`config.mk`:
```
export PLATFORM = sky130hd
export DESIGN_NAME = tagged_varint_field_encoder
export DESIGN_NICKNAME = d
export VERILOG_FILES = /design/src/hw/rtl/tvfe_pkg.sv /design/src/hw/rtl/tvfe_front.sv /design/src/hw/rtl/tvfe_queue.sv /design/src/hw/rtl/tvfe_back.sv /design/src/hw/rtl/tagged_varint_field_encoder.sv
export SDC_FILE = /design/constraint.sdc
export NUM_CORES = 1
export LEC_CHECK = 0
export BUFFER_PORTS_ARGS = -buffer_cell sky130_fd_sc_hd__buf_2
export CAP_MARGIN = 0
export CORE_UTILIZATION = 44
export DETAILED_ROUTE_END_ITERATION = 8
export PLACE_DENSITY = 0.59
export REMOVE_ABC_BUFFERS = 1
export SLEW_MARGIN = 40
export SYNTH_ARGS = -nofsm -noshare
export SYNTH_HDL_FRONTEND = slang
export SYNTH_SLANG_ARGS = --single-unit
```
`constraint.sdc`:
```
create_clock -name clock -period 10.84 [get_ports clock]
set_input_delay 1.084 -clock clock [delete_from_list [all_inputs] [get_ports clock]]
set_output_delay 1.084 -clock clock [all_outputs]
set_load 0.02 [all_outputs]
```
`src/hw/rtl/tvfe_pkg.sv`:
```
`timescale 1ns / 1ps

package tvfe_pkg;

   localparam int BYTE_W      = 8;
   localparam int VALUE_W     = 64;
   localparam int CMD_W       = 4;
   localparam int REQ_TDATA_W = 80;

   localparam int QUEUE_DEPTH = 2;
   localparam int QUEUE_PTR_W = $clog2(QUEUE_DEPTH);

   localparam logic [1:0] KIND_UINT  = 2'd0;
   localparam logic [1:0] KIND_INT   = 2'd1;
   localparam logic [1:0] KIND_FIXED = 2'd2;

   localparam logic [BYTE_W-1:0] TAG_OFFSET_RESET = 8'd4;

   typedef enum logic [1:0] {
      MODE_VARINT   = 2'd0,
      MODE_FIXED    = 2'd1,
      MODE_TAG_ONLY = 2'd2
   } mode_type;

   typedef struct packed {
      logic [BYTE_W-1:0]  tag;
      mode_type           mode;
      logic [2:0]         fixed_last;
      logic [VALUE_W-1:0] value;
   } entry_type;

endpackage

```
`src/hw/rtl/tvfe_front.sv`:
```
`timescale 1ns / 1ps

module tvfe_front
   import tvfe_pkg::*;
(
   input  logic               clock,
   input  logic               reset,
   input  logic               csr_wr_en,
   input  logic [BYTE_W-1:0]  csr_wr_data,
   input  logic [CMD_W-1:0]   cmd,
   input  logic [BYTE_W-1:0]  field_index,
   input  logic [VALUE_W-1:0] value,
   output entry_type          entry
);

   logic [BYTE_W-1:0]  tag_offset_ff;
   logic [BYTE_W-1:0]  tag_offset_in;
   logic [1:0]         size;
   logic [1:0]         kind;
   logic [VALUE_W-1:0] masked;
   logic [VALUE_W-1:0] zigzag;
   logic [2:0]         fixed_last;

   assign tag_offset_in = csr_wr_en ? csr_wr_data : tag_offset_ff;

   always_ff @(posedge clock) begin
      if (reset) begin
         tag_offset_ff <= TAG_OFFSET_RESET;
      end else begin
         tag_offset_ff <= tag_offset_in;
      end
   end

   assign size = cmd[1:0];
   assign kind = cmd[3:2];

   always_comb begin
      case (size)
         2'd0: begin
            masked     = {56'd0, value[7:0]};
            zigzag     = {56'd0, {value[6:0], 1'b0} ^ {8{value[7]}}};
            fixed_last = 3'd0;
         end
         2'd1: begin
            masked     = {48'd0, value[15:0]};
            zigzag     = {48'd0, {value[14:0], 1'b0} ^ {16{value[15]}}};
            fixed_last = 3'd1;
         end
         2'd2: begin
            masked     = {32'd0, value[31:0]};
            zigzag     = {32'd0, {value[30:0], 1'b0} ^ {32{value[31]}}};
            fixed_last = 3'd3;
         end
         default: begin
            masked     = value;
            zigzag     = {value[62:0], 1'b0} ^ {64{value[63]}};
            fixed_last = 3'd7;
         end
      endcase
   end

   always_comb begin
      entry.tag        = field_index + tag_offset_ff;
      entry.fixed_last = fixed_last;
      case (kind)
         KIND_UINT: begin
            entry.mode  = MODE_VARINT;
            entry.value = masked;
         end
         KIND_INT: begin
            entry.mode  = MODE_FIXED;
            entry.value = zigzag;
         end
         KIND_FIXED: begin
            entry.mode  = MODE_FIXED;
            entry.value = masked;
         end
         default: begin
            entry.mode  = MODE_TAG_ONLY;
            entry.value = masked;
         end
      endcase
   end

endmodule

```
`src/hw/rtl/tvfe_queue.sv`:
```
`timescale 1ns / 1ps

module tvfe_queue
   import tvfe_pkg::*;
(
   input  logic      clock,
   input  logic      reset,
   input  logic      push,
   input  entry_type push_entry,
   output logic      full,
   input  logic      pop,
   output logic      not_empty,
   output entry_type head_entry
);

   entry_type              entries_ff [QUEUE_DEPTH];
   logic [QUEUE_PTR_W-1:0] wr_ptr_ff;
   logic [QUEUE_PTR_W-1:0] wr_ptr_in;
   logic [QUEUE_PTR_W-1:0] rd_ptr_ff;
   logic [QUEUE_PTR_W-1:0] rd_ptr_in;
   logic [QUEUE_PTR_W:0]   count_ff;
   logic [QUEUE_PTR_W:0]   count_in;

   assign full       = (count_ff == QUEUE_DEPTH[QUEUE_PTR_W:0]);
   assign not_empty  = (count_ff != '0);
   assign head_entry = entries_ff[rd_ptr_ff];

   assign wr_ptr_in = push ? wr_ptr_ff + 1'b1 : wr_ptr_ff;
   assign rd_ptr_in = pop  ? rd_ptr_ff + 1'b1 : rd_ptr_ff;

   always_comb begin
      count_in = count_ff;
      if (push && !pop) begin
         count_in = count_ff + 1'b1;
      end else if (pop && !push) begin
         count_in = count_ff - 1'b1;
      end
   end

   always_ff @(posedge clock) begin
      if (reset) begin
         wr_ptr_ff <= '0;
         rd_ptr_ff <= '0;
         count_ff  <= '0;
      end else begin
         wr_ptr_ff <= wr_ptr_in;
         rd_ptr_ff <= rd_ptr_in;
         count_ff  <= count_in;
      end
   end

   always_ff @(posedge clock) begin
      if (push) begin
         entries_ff[wr_ptr_ff] <= push_entry;
      end
   end

   a_count_bound: assert property (@(posedge clock) disable iff (reset)
      count_ff <= QUEUE_DEPTH[QUEUE_PTR_W:0])
      else $error("queue count beyond depth");

   a_no_pop_empty: assert property (@(posedge clock) disable iff (reset)
      pop |-> not_empty)
      else $error("pop from empty queue");

endmodule

```
`src/hw/rtl/tvfe_back.sv`:
```
`timescale 1ns / 1ps

module tvfe_back
   import tvfe_pkg::*;
(
   input  logic              clock,
   input  logic              reset,
   input  logic              q_valid,
   input  entry_type         q_entry,
   output logic              pop,
   output logic              rsp_tvalid,
   input  logic              rsp_tready,
   output logic [BYTE_W-1:0] rsp_tdata,
   output logic              rsp_tlast
);

   typedef enum logic [2:0] {
      ST_IDLE   = 3'b001,
      ST_VARINT = 3'b010,
      ST_FIXED  = 3'b100
   } state_type;

   state_type          state_ff;
   state_type          state_in;
   logic [VALUE_W-1:0] val_ff;
   logic [VALUE_W-1:0] val_in;
   logic [2:0]         cnt_ff;
   logic [2:0]         cnt_in;
   logic               rsp_valid_ff;
   logic               rsp_valid_in;
   logic [BYTE_W-1:0]  rsp_data_ff;
   logic [BYTE_W-1:0]  rsp_data_in;
   logic               rsp_last_ff;
   logic               rsp_last_in;
   logic               out_free;

   assign out_free = !rsp_valid_ff || rsp_tready;

   always_comb begin
      state_in     = state_ff;
      val_in       = val_ff;
      cnt_in       = cnt_ff;
      rsp_data_in  = rsp_data_ff;
      rsp_last_in  = rsp_last_ff;
      rsp_valid_in = rsp_valid_ff && !rsp_tready;
      pop          = 1'b0;
      if (out_free) begin
         case (state_ff)
            ST_IDLE: begin
               if (q_valid) begin
                  pop          = 1'b1;
                  rsp_valid_in = 1'b1;
                  rsp_data_in  = q_entry.tag;
                  rsp_last_in  = (q_entry.mode == MODE_TAG_ONLY);
                  val_in       = q_entry.value;
                  cnt_in       = q_entry.fixed_last;
                  case (q_entry.mode)
                     MODE_VARINT: state_in = ST_VARINT;
                     MODE_FIXED:  state_in = ST_FIXED;
                     default:     state_in = ST_IDLE;
                  endcase
               end
            end
            ST_VARINT: begin
               rsp_valid_in = 1'b1;
               if (val_ff[VALUE_W-1:7] != '0) begin
                  rsp_data_in = {1'b1, val_ff[6:0]};
                  rsp_last_in = 1'b0;
                  val_in      = val_ff >> 7;
               end else begin
                  rsp_data_in = val_ff[BYTE_W-1:0];
                  rsp_last_in = 1'b1;
                  state_in    = ST_IDLE;
               end
            end
            ST_FIXED: begin
               rsp_valid_in = 1'b1;
               rsp_data_in  = val_ff[BYTE_W-1:0];
               rsp_last_in  = (cnt_ff == '0);
               val_in       = val_ff >> BYTE_W;
               cnt_in       = cnt_ff - 1'b1;
               if (cnt_ff == '0) begin
                  state_in = ST_IDLE;
               end
            end
            default: begin
               state_in = ST_IDLE;
            end
         endcase
      end
   end

   always_ff @(posedge clock) begin
      if (reset) begin
         state_ff     <= ST_IDLE;
         rsp_valid_ff <= 1'b0;
      end else begin
         state_ff     <= state_in;
         rsp_valid_ff <= rsp_valid_in;
      end
   end

   always_ff @(posedge clock) begin
      val_ff      <= val_in;
      cnt_ff      <= cnt_in;
      rsp_data_ff <= rsp_data_in;
      rsp_last_ff <= rsp_last_in;
   end

   assign rsp_tvalid = rsp_valid_ff;
   assign rsp_tdata  = rsp_data_ff;
   assign rsp_tlast  = rsp_last_ff;

   a_pop_only_idle: assert property (@(posedge clock) disable iff (reset)
      pop |-> (state_ff == ST_IDLE))
      else $error("queue popped while serialising");

   a_tag_only_last: assert property (@(posedge clock) disable iff (reset)
      (pop && q_entry.mode == MODE_TAG_ONLY) |=> (rsp_valid_ff && rsp_last_ff))
      else $error("tag-only request not flagged last");

   a_varint_continues: assert property (@(posedge clock) disable iff (reset)
      (state_ff == ST_VARINT && out_free && val_ff[VALUE_W-1:7] != '0)
      |=> (state_ff == ST_VARINT && !rsp_last_ff))
      else $error("varint ended early");

endmodule

```
`src/hw/rtl/tagged_varint_field_encoder.sv`:
```
`timescale 1ns / 1ps
// Tagged varint field encoder.
// Request channel (req_*): one attribute per request, carrying the type code,
// field index and 64 raw value bits. Response channel (rsp_*): one serialised
// byte per beat, the tag byte (field index + tag offset, mod 256) first, then
// the value bytes; rsp_tlast marks the final byte of each attribute.
// Unsigned types give a base-128 varint, signed types a zigzag-encoded
// fixed-width field, fixed types a plain little-endian field, unused type
// codes the tag byte alone.
// csr_wr_en / csr_wr_data write the tag offset; write only while idle.
// A taken request enters the queue; the idle serialiser pops it and registers
// its tag byte. While the receiver accepts, it emits one byte per cycle, tag
// then value bytes, and pops the next request after the last. A two-entry queue
// between classifier and serialiser lets requests be taken while bytes drain.
// Reset clears the queue and the output register and sets the tag offset to 4.
// When the receiver stalls the current byte holds, the serialiser stops, and
// req_tready drops once the queue is full.
module tagged_varint_field_encoder
   import tvfe_pkg::*;
(
   input  logic                   clock,
   input  logic                   reset,
   input  logic                   csr_wr_en,
   input  logic [BYTE_W-1:0]      csr_wr_data,
   input  logic                   req_tvalid,
   output logic                   req_tready,
   input  logic [REQ_TDATA_W-1:0] req_tdata,  // cmd[3:0], field_index[11:4], value[75:12]
   output logic                   rsp_tvalid,
   input  logic                   rsp_tready,
   output logic [BYTE_W-1:0]      rsp_tdata,  // out_byte[7:0]
   output logic                   rsp_tlast
);

   entry_type front_entry;
   entry_type head_entry;
   logic      q_full;
   logic      q_not_empty;
   logic      q_pop;
   logic      q_push;

   assign req_tready = !q_full;
   assign q_push     = req_tvalid && !q_full;

   tvfe_front u_front (
      .clock       (clock),
      .reset       (reset),
      .csr_wr_en   (csr_wr_en),
      .csr_wr_data (csr_wr_data),
      .cmd         (req_tdata[3:0]),
      .field_index (req_tdata[11:4]),
      .value       (req_tdata[75:12]),
      .entry       (front_entry)
   );

   tvfe_queue u_queue (
      .clock      (clock),
      .reset      (reset),
      .push       (q_push),
      .push_entry (front_entry),
      .full       (q_full),
      .pop        (q_pop),
      .not_empty  (q_not_empty),
      .head_entry (head_entry)
   );

   tvfe_back u_back (
      .clock      (clock),
      .reset      (reset),
      .q_valid    (q_not_empty),
      .q_entry    (head_entry),
      .pop        (q_pop),
      .rsp_tvalid (rsp_tvalid),
      .rsp_tready (rsp_tready),
      .rsp_tdata  (rsp_tdata),
      .rsp_tlast  (rsp_tlast)
   );

endmodule
```
==> Word-level counts from Yosys, hierarchy flattened <==
Memory sizes are Yosys's and may differ from the RTL's. A register that Yosys moved wholly into a read port is not among the register bits.
Index checks and enable logic that the tools add are counted.
{ "classes": {"add_sub_neg": 6, "n_eq_ne": 14, "muxes": 33, "n_bitwise": 4, "n_reduce_logical": 25} }
{ "op_table": {"columns": ["op", "count"], "rows": [
  ["$pmux W64 S3", 3],
  ["$mux W64", 3],
  ["$xor A64 B64 Y64", 1],
  ["$reduce_bool A57 Y1", 1],
  ["$xor A32 B32 Y32", 1],
  ["$pmux W8 S3", 1],
  ["$pmux W3 S3", 2],
  ["$mux W8", 2],
  ["$xor A16 B16 Y16", 1],
  ["$mux W3", 4],
  ["$pmux W3 S2", 2],
  ["$mux W1", 11],
  ["$add A8 B8 Y8", 1],
  ["$eq A2 B2 Y1 const B", 4],
  ["$reduce_and A4 Y1", 2],
  ["$xor A8 B8 Y8", 1],
  ["$eq A2 B1 Y1 const B", 3],
  ["$logic_not A2 Y1", 3],
  ["$reduce_and A3 Y1", 2],
  ["$reduce_bool A2 Y1", 3],
  ["$logic_not A1 Y1", 5],
  ["$logic_and A1 B1 Y1", 4],
  ["$mux W2", 2],
  ["$ne A2 B1 Y1 const B", 2],
  ["other kinds (15)", 18]
]} }
{ "word_totals": {"reg_bits": 92, "mem_bits_rw": 154, "in_bits": 93, "elab_cells": 93, "n_memories": 1} }
{ "memory_table": {"columns": ["name", "words", "word_bits", "rd", "rd_ports_with_merged_regs", "write_ports", "line_no", "source"], "rows": [
  ["u_queue.entries_ff", 2, 77, 1, 1, 1, "tvfe_queue.sv:16", "entry_type entries_ff [QUEUE_DEPTH];"]
]} }

==> Logic depth before layout (Yosys ltp) <==
Gate-level depths: netlist (run 1).
{ "logic_depth": {"word_depth": 7, "mapped_depth": 7, "mapped_depth_nobuf": 7} }

==> Cells and area by module <==
Synthesis (run 1) repeated with hierarchy kept, for this count alone.
{ "hier_totals": {"cells_unflattened": 930, "hier_area_um2": 12110.4} }
{ "by_module_without_submodules": {"columns": ["mod", "n_inst", "cells_each", "area_per_inst_um2", "seq_area_each_um2"], "rows": [
  ["tvfe_queue", 1, 262, 5899.4, 4724.5],
  ["tvfe_back", 1, 356, 3912.5, 2362.3],
  ["tvfe_front", 1, 310, 2288.4, 160.2],
  ["tagged_varint_field_encoder", 1, 2, 10.0, 0.0]
]} }

==> Worst setup path before layout (run 1) <==
No wires, ideal clock.
{ "synth_timing": {"kind": "in2reg", "start": "input port req_tvalid", "end": "memory u_queue.entries_ff[0][0] (netlist name), enable pin", "setup_ps": 513, "arrival_time_ps": 4391, "required_ps": 10327, "path_slack_ps": 5936, "stages": 2, "path_cell_list": "nand2_1 > nor2_1"} }
{ "synth_between": {"elab_chain_cells": 3} }
{ "synth_rtl": {"columns": ["item", "line_no", "source"], "rows": [
  ["from (decl)", "tagged_varint_field_encoder.sv:25", "input logic req_tvalid,"],
  ["$logic_and A1 B1 Y1", "tagged_varint_field_encoder.sv:42", "assign q_push = req_tvalid && !q_full;"],
  ["$mux W1", "tvfe_queue.sv:53", "if (push) begin"],
  ["$mux W1 (not written as such)", "tvfe_queue.sv:54", "entries_ff[wr_ptr_ff] <= push_entry;"],
  ["to (decl)", "tvfe_queue.sv:16", null]
]} }
Every way passes these cells.

==> Worst setup path after layout (run 1) <==
{ "layout_timing": {"start": "register u_back.state_ff[0]", "end": "register u_back.val_ff[21], enable pin"} }
{ "layout_between": {"elab_chain_cells": 3} }
{ "layout_rtl": {"columns": ["item", "line_no", "source"], "rows": [
  ["from (decl)", "tvfe_back.sv:23", "state_type state_ff;"],
  ["from (signal assigned)", "tvfe_back.sv:98", "state_ff <= state_in;"],
  ["$eq A3 B2 Y1, or another cell as far along", "tvfe_back.sv:48", "case (state_ff)"],
  ["$ne A2 B1 Y1 (no source line), or another cell as far along", null, null],
  ["$reduce_and A4 Y1 (no source line) *", null, null],
  ["to (signal assigned)", "tvfe_back.sv:104", "val_ff <= val_in;"],
  ["to (decl)", "tvfe_back.sv:25", "logic [VALUE_W-1:0] val_ff;"]
]} }
Every way passes the cells marked *; elsewhere a longest branch is shown, timed or not.
A chain may end at the register's enable or synchronous reset.

==> qor.yml, run 1 <==
timing:
  final.setup_skew_ns: 0.009168
  hold-worst-slack_ns: 0.5065
  finalCritPeriodShare: 0.3235
  tns_ns: 0
  worst_slew_pin_slew_ns: 0.8434
  max_freq_mhz: 285.2
  rsz0062_at_grt: "no"
  drv_slew: 0
  period_needed_ns: 3.506
  relSlewSlack: 0.4377
  finalSetupViolCount: 0
  finalHoldViolations: 0
cts:
  ctsResizeCount: 0
  root_buffer: "clkbuf_16"
  cts_num_sinks: 247
  htreeDepth: 1
  hold_buffers: 0
  clk_path_buf_depth: 3
  clk_pin_slew_worst_paths_ns: 0.06
  cts_inserted_buffers: 26
  cts_tree: "yes"
  post_cts_buffers: 0
  clkLatencyLatePin_ns: 0.52
yosys:
  synth.avg_cell_area_um2: 13.11
  synth-seq-cells: 247
  synth-edff-count: 230
  synth_sequential_area_ratio: 0.6345
  yosysWarningCount: 0
  synthesis.instances: 871
  syn_area_mm2: 0.01142
  ys.flop_type: "edfxtp_1"
  yosysUniqueCellTypes: 45
  async_flop_share: 0
global_route:
  overflow: 0
  antenna_found_initial: 0
  grt_max_degree: 78
  grt_pass1_vias: 6801
  grt_pass1_wl_um: 36210
  grtUsageTotal: 0.1735
drt:
  first_pass_iters: 5
  drc: 0
  ant_nets: 0
  drt-initial-drc-count: 506
  num_vias: 6918
  viasPerCell: 5.342
  routedWlPerCell_um: 17.42
  wl_um: 22550
floorplan:
  fp.dieH_um: 163.1
  initial_core_util: 0.4510
  dieArea_mm2: 0.02661
  rows: 58
  core_area_mm2: 0.02533
  ios: 104
  die-width_um: 163.1
power_and_ir_drop:
  ir_drop_mv: 0.1367
  power_leakage_nw: 4.448
  pwr_density_cell_mw_per_mm2: 243.3
worst_setup_path:
  cp_data_arrival_time_ns: 3.67
  path_class: "reg2reg"
  cp-end-kind: "flip-flop"
  required_ns: 11.00
  start_kind: "flip-flop"
  worstPathMaxFanout: 59
  rr_worst_depth: 6
layout:
  antenna_cells: 0
  final_common_cell: "edfxtp_1"
  drive_above_1_share: 0.1679
  finalInstanceArea_mm2: 0.01312
  layout_common_cells: "edfxtp_1 (230), buf_2 (98), mux2i_1 (95)"
  nNetsFinal: 1052
  areaGrowthSynthToFinish_pct: 14.90
job:
  drv_cap: 0
placed_design:
  gp_congestion: 0.7782
  placed_area_mm2: 0.01221
  port_buffers: 99
  dp_hpwl_um: 14470
min_path:
  hold_class: "reg2reg"
  whs_path_depth: 2
status:
  status: "complete, no violations"
Yosys cell counts, types with 17 or more instances:
cell type,instances,area share
edfxtp_1,230,0.60
nor2_1,70,0.023
dfxtp_1,17,0.030
nand2_1,31,0.010
clkbuf_1,46,0.015
a211oi_1,33,0.022
nor2b_1,24,0.013
a22oi_1,57,0.037
a21oi_1,19,0.0083
mux2i_1,96,0.084
xnor2_1,59,0.045
o21ai_0,79,0.035
logic make-up (layout without fill, tap and decap cells):
logic type	count (synthesis)	after routing	share of synthesized area
adder cells (fa/ha/maj)	13	13	0.01490
AO/OA/AOI/OAI	209	209	0.1179
multiplexers	100	100	0.08807
XOR/XNOR	67	67	0.05138
buffers and inverters	69	163	0.02399
AND/OR/NAND/NOR	166	166	0.06934
flip-flops	247	247	0.6345
worst max-delay path: stages (launching register included):
cell and delay [ns]:
dfxtp_1 0.37, nor2_1 0.14, and2_4 0.57, nor2_1 0.20, a21oi_2 0.55, and2_2 0.72, buf_4 0.54
routing by layer:
| metal | vias up | part of all wire | track usage | routed length, um |
|---|---|---|---|---|
| li1 | 3448 | - | - | - |
| met1 | 3297 | 0.46 | 0.2334 | 10330 |
| met2 | 149 | 0.48 | 0.2971 | 10930 |
| met3 | 24 | 0.043 | 0.02438 | 976 |
| met4 | 0 | 0.014 | 0.03823 | 320 |
| met5 | - | 0 | 0 | 0 |
sequential cells by signal, indices dropped and copies added, names as in the netlist, named ones only:
register               count
u_back.cnt_ff              3
u_queue.count_ff           2
u_back.rsp_tdata           8
u_back.rsp_tlast           1
u_front.tag_offset_ff      8
u_queue.wr_ptr_ff          1
u_back.rsp_tvalid          1
u_back.val_ff             64
u_queue.rd_ptr_ff          1
u_back.state_ff            3
u_queue.entries_ff       154
final cells by class:
| type | instances | area [um^2] |
|---|---|---|
| Clock inverter | 16 | 221.5 |
| Tap cell | 330 | 412.9 |
| Fill cell | 2174 | 12200 |
| Timing Repair Buffer | 108 | 573.1 |
| Sequential cell | 247 | 7251 |
| Clock buffer | 31 | 690.7 |
| Multi-Input combinational cell | 555 | 3945 |
| Inverter | 8 | 30.03 |
report_power, final:
group	leakage [nW]	total (W)	internal, W	switching (W)
logic	1.67	0.000646	0.000218	0.000428
registers	2.34	0.00161	0.00144	0.000171
clock network	0.441	0.000940	0.000593	0.000347
total	4.45	0.00319	0.00225	0.000946
final timing paths:
check                                   to                      from  slack [ns]
hold / removal    u_front.tag_offset_ff[0]  u_front.tag_offset_ff[0]        0.51
setup reg to reg         u_back.val_ff[21]        u_back.state_ff[0]        7.33
hold reg to reg   u_front.tag_offset_ff[0]  u_front.tag_offset_ff[0]        0.51
setup / recovery         u_back.val_ff[21]        u_back.state_ff[0]        7.33
per-stage QoR:
step             util  worst slack [ns]  std cells  total power (W)
3_3_place_gp   0.4816             6.675       1248         0.002267
2_1_floorplan       -             4.003        810         0.002044
4_1_cts        0.5182             7.288       1295         0.003227
6_report       0.5182             7.334       1295         0.003192
3_5_place_dp   0.4822             7.260       1248         0.002285
5_1_grt        0.5182             7.017       1295         0.003355
(Power assumes the default switching activity.)
==> run 2: changes to the inputs <==
clock period = 3.42 ns   (was 10.84 ns; I/O delays follow)
==> run 2 against run 1 <==
Compared with the run above: fmax is 33% higher; final cell count up 0.85%; die area unchanged; wire length grew 0.85%; cell area is essentially flat; via count up 2.4%; register-to-register slack worse by 6.5 ns; setup slack got worse by 6.5 ns; non-clock buffer count grew 9; flip-flop and latch count stayed put; clock skew rose by 0.0015 ns; combinational power grew to 3.3 times the previous value; critical path type unchanged; largest cell class unchanged.
==> qor.yml, run 2 (synthesis gave the netlist of run 1 again) <==
timing:
  rsz0062_at_grt: "no"
  finalSetupViolCount: 0  # unchanged
  relSlewSlack: 0.4587  # +0.02100
  finalHoldViolations: 0  # unchanged
  worst_slew_pin_slew_ns: 0.7962  # -0.04725 ns
  max_freq_mhz: 380.4  # +33%
  final.setup_skew_ns: 0.01070  # +0.001530 ns
  period_needed_ns: 2.629  # -0.8777 ns
  drv_slew: 0  # unchanged
  finalCritPeriodShare: 0.7686  # +0.4452
  worst_slack_ns: 0.7913  # -6.542 ns
floorplan:
  ios: 104  # unchanged
  fp.dieH_um: 163.1  # unchanged
  rows: 58  # unchanged
  die-width_um: 163.1  # unchanged
  core_area_mm2: 0.02533  # unchanged
  dieArea_mm2: 0.02661  # unchanged
  initial_core_util: 0.4510  # unchanged
worst_setup_path:
  cp_data_arrival_time_ns: 2.88  # -0.79 ns
  timing.rr.end: "u_back.val_ff[33]"
  start_kind: "flip-flop"
  startpoint: "u_back.val_ff[12]"
  cp-end-kind: "flip-flop"
  r2r_setup_slack_ns: 0.79  # -6.54 ns
  path_class: "reg2reg"
  required_ns: 3.67  # -7.33 ns
  worstPathMaxFanout: 57  # -3.4%
  endpoint: "u_back.val_ff[33]"
  rr_worst_depth: 6  # unchanged
  r2r-start: "u_back.val_ff[12]"
layout:
  max_flop_register: "u_queue.entries_ff"
  nNetsFinal: 1062  # +0.95%
  drive_above_1_share: 0.1783  # +0.01040
  largest_register_ffs: 154  # unchanged
  fin_cells: 1306  # +0.85%
  areaGrowthSynthToFinish_pct: 14.98  # about the same
  antenna_cells: 0  # unchanged
  reg_top3: "u_queue.entries_ff x154, u_back.val_ff x64"
  layout_common_cells: "edfxtp_1 (230), buf_2 (99), mux2i_1 (95)"
  fillers: 2198  # +1.1%
  final_common_cell: "edfxtp_1"
drt:
  drc: 0  # unchanged
  viasPerCell: 5.423  # +1.5%
  drt-initial-drc-count: 459  # -9.3%
  num_vias: 7083  # +2.4%
  ant_nets: 0  # unchanged
  routedWlPerCell_um: 17.42  # about the same
  first_pass_iters: 5  # unchanged
  wl_um: 22750  # +0.85%
status:
  status: "complete, no violations"
placed_design:
  placedCellCount: 1257  # +0.72%
  post-place-ws_ns: 0.8039  # -6.456 ns
  port_buffers: 99  # unchanged
  gp_congestion: 0.7724  # -0.75%
  dp_hpwl_um: 15150  # +4.7%
power_and_ir_drop:
  switching_share: 0.3045  # +0.008255
  power_leakage_nw: 4.472  # +0.53%
  p_comb_frac: 0.216  # +0.014
  clockPowerShare: 0.272  # -0.022
  power.share.sequential: 0.512  # +0.009
  power.switching_w: 0.003017  # +220%
  intPower_w: 0.006890  # +210%
  ir_drop_mv: 0.7601  # +460%
  pwr_density_cell_mw_per_mm2: 754.3  # +210%
cts:
  root_buffer: "clkbuf_16"
  clk_pin_slew_worst_paths_ns: 0.05  # about the same
  clkLatencyLatePin_ns: 0.53  # about the same
  clk_path_buf_depth: 3  # unchanged
  cts_num_sinks: 247  # unchanged
  cts_tree: "yes"
  post_cts_buffers: 0  # unchanged
  cts_inserted_buffers: 27  # +3.8%
  hold_buffers: 0  # unchanged
  htreeDepth: 1  # unchanged
  ctsResizeCount: 0  # unchanged
global_route:
  grtUsageTotal: 0.1744  # +0.0009367
  antenna_found_initial: 0  # unchanged
  overflow: 0  # unchanged
  grt_max_degree: 67  # -14%
  grt_pass1_wl_um: 36030  # -0.50%
  grt_pass1_vias: 6836  # +0.51%
min_path:
  hold_class: "in2reg"
job:
  drv_cap: 0  # unchanged
[run 2: power groups by stage]
stage	Combinational [W]	Sequential, W	Clock [W]
4_1_cts	0.00218	0.00506	0.00276
2_1_floorplan	0.00134	0.00514	0
3_5_place_dp	0.00218	0.00511	0
3_3_place_gp	0.00216	0.00509	0
5_1_grt	0.00238	0.00516	0.00286
6_report	0.00214	0.00507	0.00270
[run 2: worst min path at each step]
| stage | startpoint | to | slack (ns) | cells past startpoint |
|---|---|---|---|---|
| final | csr_wr_data[2] | u_front.tag_offset_ff[2] | 0.03 | 2 |
| after global routing | csr_wr_data[2] | u_front.tag_offset_ff[2] | 0.02 | 2 |
| after detailed placement | u_front.tag_offset_ff[3] | u_front.tag_offset_ff[3] | 0.50 | 2 |
| after global placement | u_front.tag_offset_ff[4] | u_front.tag_offset_ff[4] | 0.49 | 2 |
| after floorplan | reset | u_queue.count_ff[1] | 0.41 | 1 |
| after CTS | csr_wr_data[2] | u_front.tag_offset_ff[2] | 0.01 | 2 |
[run 2: layout make-up]
cell class	instances	area [um^2]	share of cell area
Clock buffer	37	743.2	0.05659
Sequential cell	247	7251	0.5521
Inverter	8	30.03	0.002286
Tap cell	330	412.9	0.03144
Multi-Input combinational cell	555	3940	0.3000
Clock inverter	12	88.84	0.006764
Timing Repair Buffer	117	668.1	0.05087
[run 2: routing by layer]
metal,GRT usage,part of all wire,vias up
met5,0,0,-
met4,0.04418,0.019,0
met3,0.02336,0.040,37
met2,0.2959,0.49,161
met1,0.2356,0.45,3406
li1,-,-,3479
[run 2: worst max-delay path: stages (launching register included)]
cell,delay [ns]
edfxtp_1,0.40
or4_1,0.56
nor2_1,0.16
nand3_1,0.13
or4_4,0.56
and2_2,0.28
buf_12,0.23
[run 2: stage by stage]
step | total power (W) | hold WS (ns) | util | cell area [um^2] | setup TNS [ns]
after floorplan | 0.006478 | 0.4111 | - | 11180 | -382.02
after CTS | 0.009998 | 0.01235 | 0.5186 | 13130 | 0
after global placement | 0.007251 | 0.4911 | 0.4857 | 12300 | 0
final | 0.009907 | 0.03018 | 0.5186 | 13130 | 0
after detailed placement | 0.007288 | 0.4974 | 0.4857 | 12300 | 0
after global routing | 0.01040 | 0.02382 | 0.5186 | 13130 | 0
==> run 3: changes to the inputs <==
PLACE_DENSITY = 0.61   (was 0.59)
clock period = 2.2 ns   (was 3.42 ns; I/O delays follow)
==> run 3 against run 2 <==
Compared with the run above: the flow now finishes with violations (negative setup slack); cell area grew 6.1%; wire length grew 3.2%; setup slack lost 0.93 ns; fmax grew 12%; flip-flop and latch count is the same; first-iteration DRC count grew 15%; final cell count grew 5.6%.
==> qor.yml, run 3 (synthesis gave the netlist of run 1 again) <==
global_route:
  grt_pass1_wl_um: 36910  # +2.4%
  grt_max_degree: 78  # +16%
  overflow: 0  # unchanged
  grtUsageTotal: 0.1775  # +0.003065
  antenna_found_initial: 0  # unchanged
  grt_pass1_vias: 7118  # +4.1%
worst_setup_path:
  required_ns: 2.48  # -1.19 ns
  crit_path_cell_trace: "or4_4, nor2_4, nand3_2, or4_4, and2_4, buf_12"
  slowest_stage: "or4_4"
  start_kind: "flip-flop"
  cp_slowest_stage_delay_ns: 0.57  # about the same
  r2r_setup_slack_ns: -0.14  # -0.93 ns
  worst_path_most_repeated_cell: "or4_4"
  path_class: "reg2reg"
  worstPathMaxFanout: 22  # -61%
  cp_data_arrival_time_ns: 2.62  # -0.26 ns
  cp-end-kind: "flip-flop"
timing:
  worst_slew_pin_slew_ns: 0.5406  # -0.2556 ns
  drv_slew: 0  # unchanged
  worst_slack_ns: -0.1417  # -0.9330 ns
  finalSetupViolCount: 64  # +64
  finalHoldViolations: 0  # unchanged
  final.setup_skew_ns: 0.008068  # -0.002630 ns
  tns_ns: -8.177  # -8.177 ns
  max_freq_mhz: 427.0  # +12%
  relSlewSlack: 0.6358  # +0.1771
  finalCritPeriodShare: 1.064  # +0.2958
  rsz0062_at_grt: "yes"
  period_needed_ns: 2.342  # -0.2870 ns
  hold-worst-slack_ns: 0.04455  # +0.01437 ns
power_and_ir_drop:
  pwr_density_cell_mw_per_mm2: 1213  # +61%
  power.share.sequential: 0.451  # -0.061
  power.switching_w: 0.005014  # +66%
  clockPowerShare: 0.267  # -0.005
  power_leakage_nw: 4.888  # +9.3%
  ir_drop_mv: 0.6616  # -13%
  power_w: 0.01691  # +71%
  p_comb_frac: 0.282  # +0.066
  intPower_w: 0.01189  # +73%
  switching_share: 0.2966  # -0.007945
min_path:
  hold_class: "in2reg"
layout:
  drive_above_1_share: 0.2364  # +0.05814
  antenna_cells: 0  # unchanged
  multiInputGateArea_mm2: 0.003993  # +1.3%
  nNetsFinal: 1135  # +6.9%
  final_common_cell: "edfxtp_1"
  register_area_mm2: 0.007251  # unchanged
  largest_register_ffs: 154  # unchanged
  finalInstanceArea_mm2: 0.01394  # +6.1%
  fillers: 2115  # -3.8%
  max_flop_register: "u_queue.entries_ff"
  reg_top3: "u_queue.entries_ff x154, u_back.val_ff x64"
  areaGrowthSynthToFinish_pct: 22.02
  layout_common_cells: "edfxtp_1 (230), buf_2 (99), mux2i_1 (95)"
floorplan:
  die-width_um: 163.1  # unchanged
  fp.dieH_um: 163.1  # unchanged
  core_area_mm2: 0.02533  # unchanged
  rows: 58  # unchanged
  initial_core_util: 0.4510  # unchanged
  ios: 104  # unchanged
  dieArea_mm2: 0.02661  # unchanged
cts:
  root_buffer: "clkbuf_16"
  cts_inserted_buffers: 26  # -3.7%
  htreeDepth: 1  # unchanged
  clkLatencyLatePin_ns: 0.52  # about the same
  clk_path_buf_depth: 3  # unchanged
  clk_pin_slew_worst_paths_ns: 0.06  # about the same
  cts_num_sinks: 247  # unchanged
  cts_tree: "yes"
drt:
  drt-initial-drc-count: 528  # +15%
  routedWlPerCell_um: 17.02  # -2.3%
  first_pass_iters: 5  # unchanged
  viasPerCell: 5.285  # -2.6%
  num_vias: 7288  # +2.9%
  wl_um: 23470  # +3.2%
  ant_nets: 0  # unchanged
  drc: 0  # unchanged
status:
  status: "finished, violations left"
  violations: "negative setup slack"
job:
  drv_cap: 0  # unchanged
placed_design:
  dp_hpwl_um: 15650  # +3.4%
  port_buffers: 99  # unchanged
  gp_congestion: 0.7917  # +2.5%
  placed_area_mm2: 0.01285  # +4.5%
## run 3: routing by layer
layer	track usage	vias up	part of all wire
li1	-	3619	-
met1	0.2350	3484	0.45
met2	0.3043	151	0.49
met3	0.02768	34	0.041
met4	0.04376	0	0.018
met5	0	-	0
## run 3: path summary, 6_finish.rpt
path	cells after the start	to	startpoint
worst max register to register	6	u_back.val_ff[51]	u_back.val_ff[34]
worst max-delay path	6	u_back.val_ff[51]	u_back.val_ff[34]
worst min register to register	2	u_front.tag_offset_ff[5]	u_front.tag_offset_ff[5]
worst min-delay path	2	u_queue.entries_ff[0][69]	req_tdata[4]
## run 3: power groups by stage
stage	Combinational [W]	Sequential, W	Clock [W]
finish	0.00477	0.00763	0.00451
global route	0.00519	0.00775	0.00480
CTS	0.00481	0.00759	0.00463
detailed placement	0.00456	0.00767	0
global placement	0.00454	0.00761	0
floorplan	0.00196	0.00785	0
## run 3: timing repair
| action | in CTS | in global routing |
|---|---|---|
| endpoints found under the setup margin | 64 | 64 |
| pin swaps | 0 | 1 |
| hold buffers | 8 | 0 |
| cloned | 1 | 0 |
| setup buffers | 1 | 2 |
| gates resized for setup | 9 | 4 |
| hold endpoints to repair | 8 | 0 |
## run 3: worst max-delay path, delay by kind of cell (launching register included)
family | cells | cell delay (ns)
buffers and inverters | 1 | 0.17
DFF | 1 | 0.40
and+or+nand+nor | 5 | 1.53
## run 3: layout make-up
class                           count  share of cell area
Clock buffer                       30             0.05072
Clock inverter                     18             0.01356
Inverter                            8            0.002155
Multi-Input combinational cell    555              0.2865
Sequential cell                   247              0.5202
Tap cell                          330             0.02963
Timing Repair Buffer              191             0.09723
## run 3: per-stage QoR
stage,std cells,util,worst slack [ns]
CTS,1377,0.5487,-0.1305
floorplan,810,-,-4.637
detailed placement,1319,0.5076,-0.2377
global route,1379,0.5503,-0.2000
global placement,1319,0.5076,-0.1896
finish,1379,0.5503,-0.1417
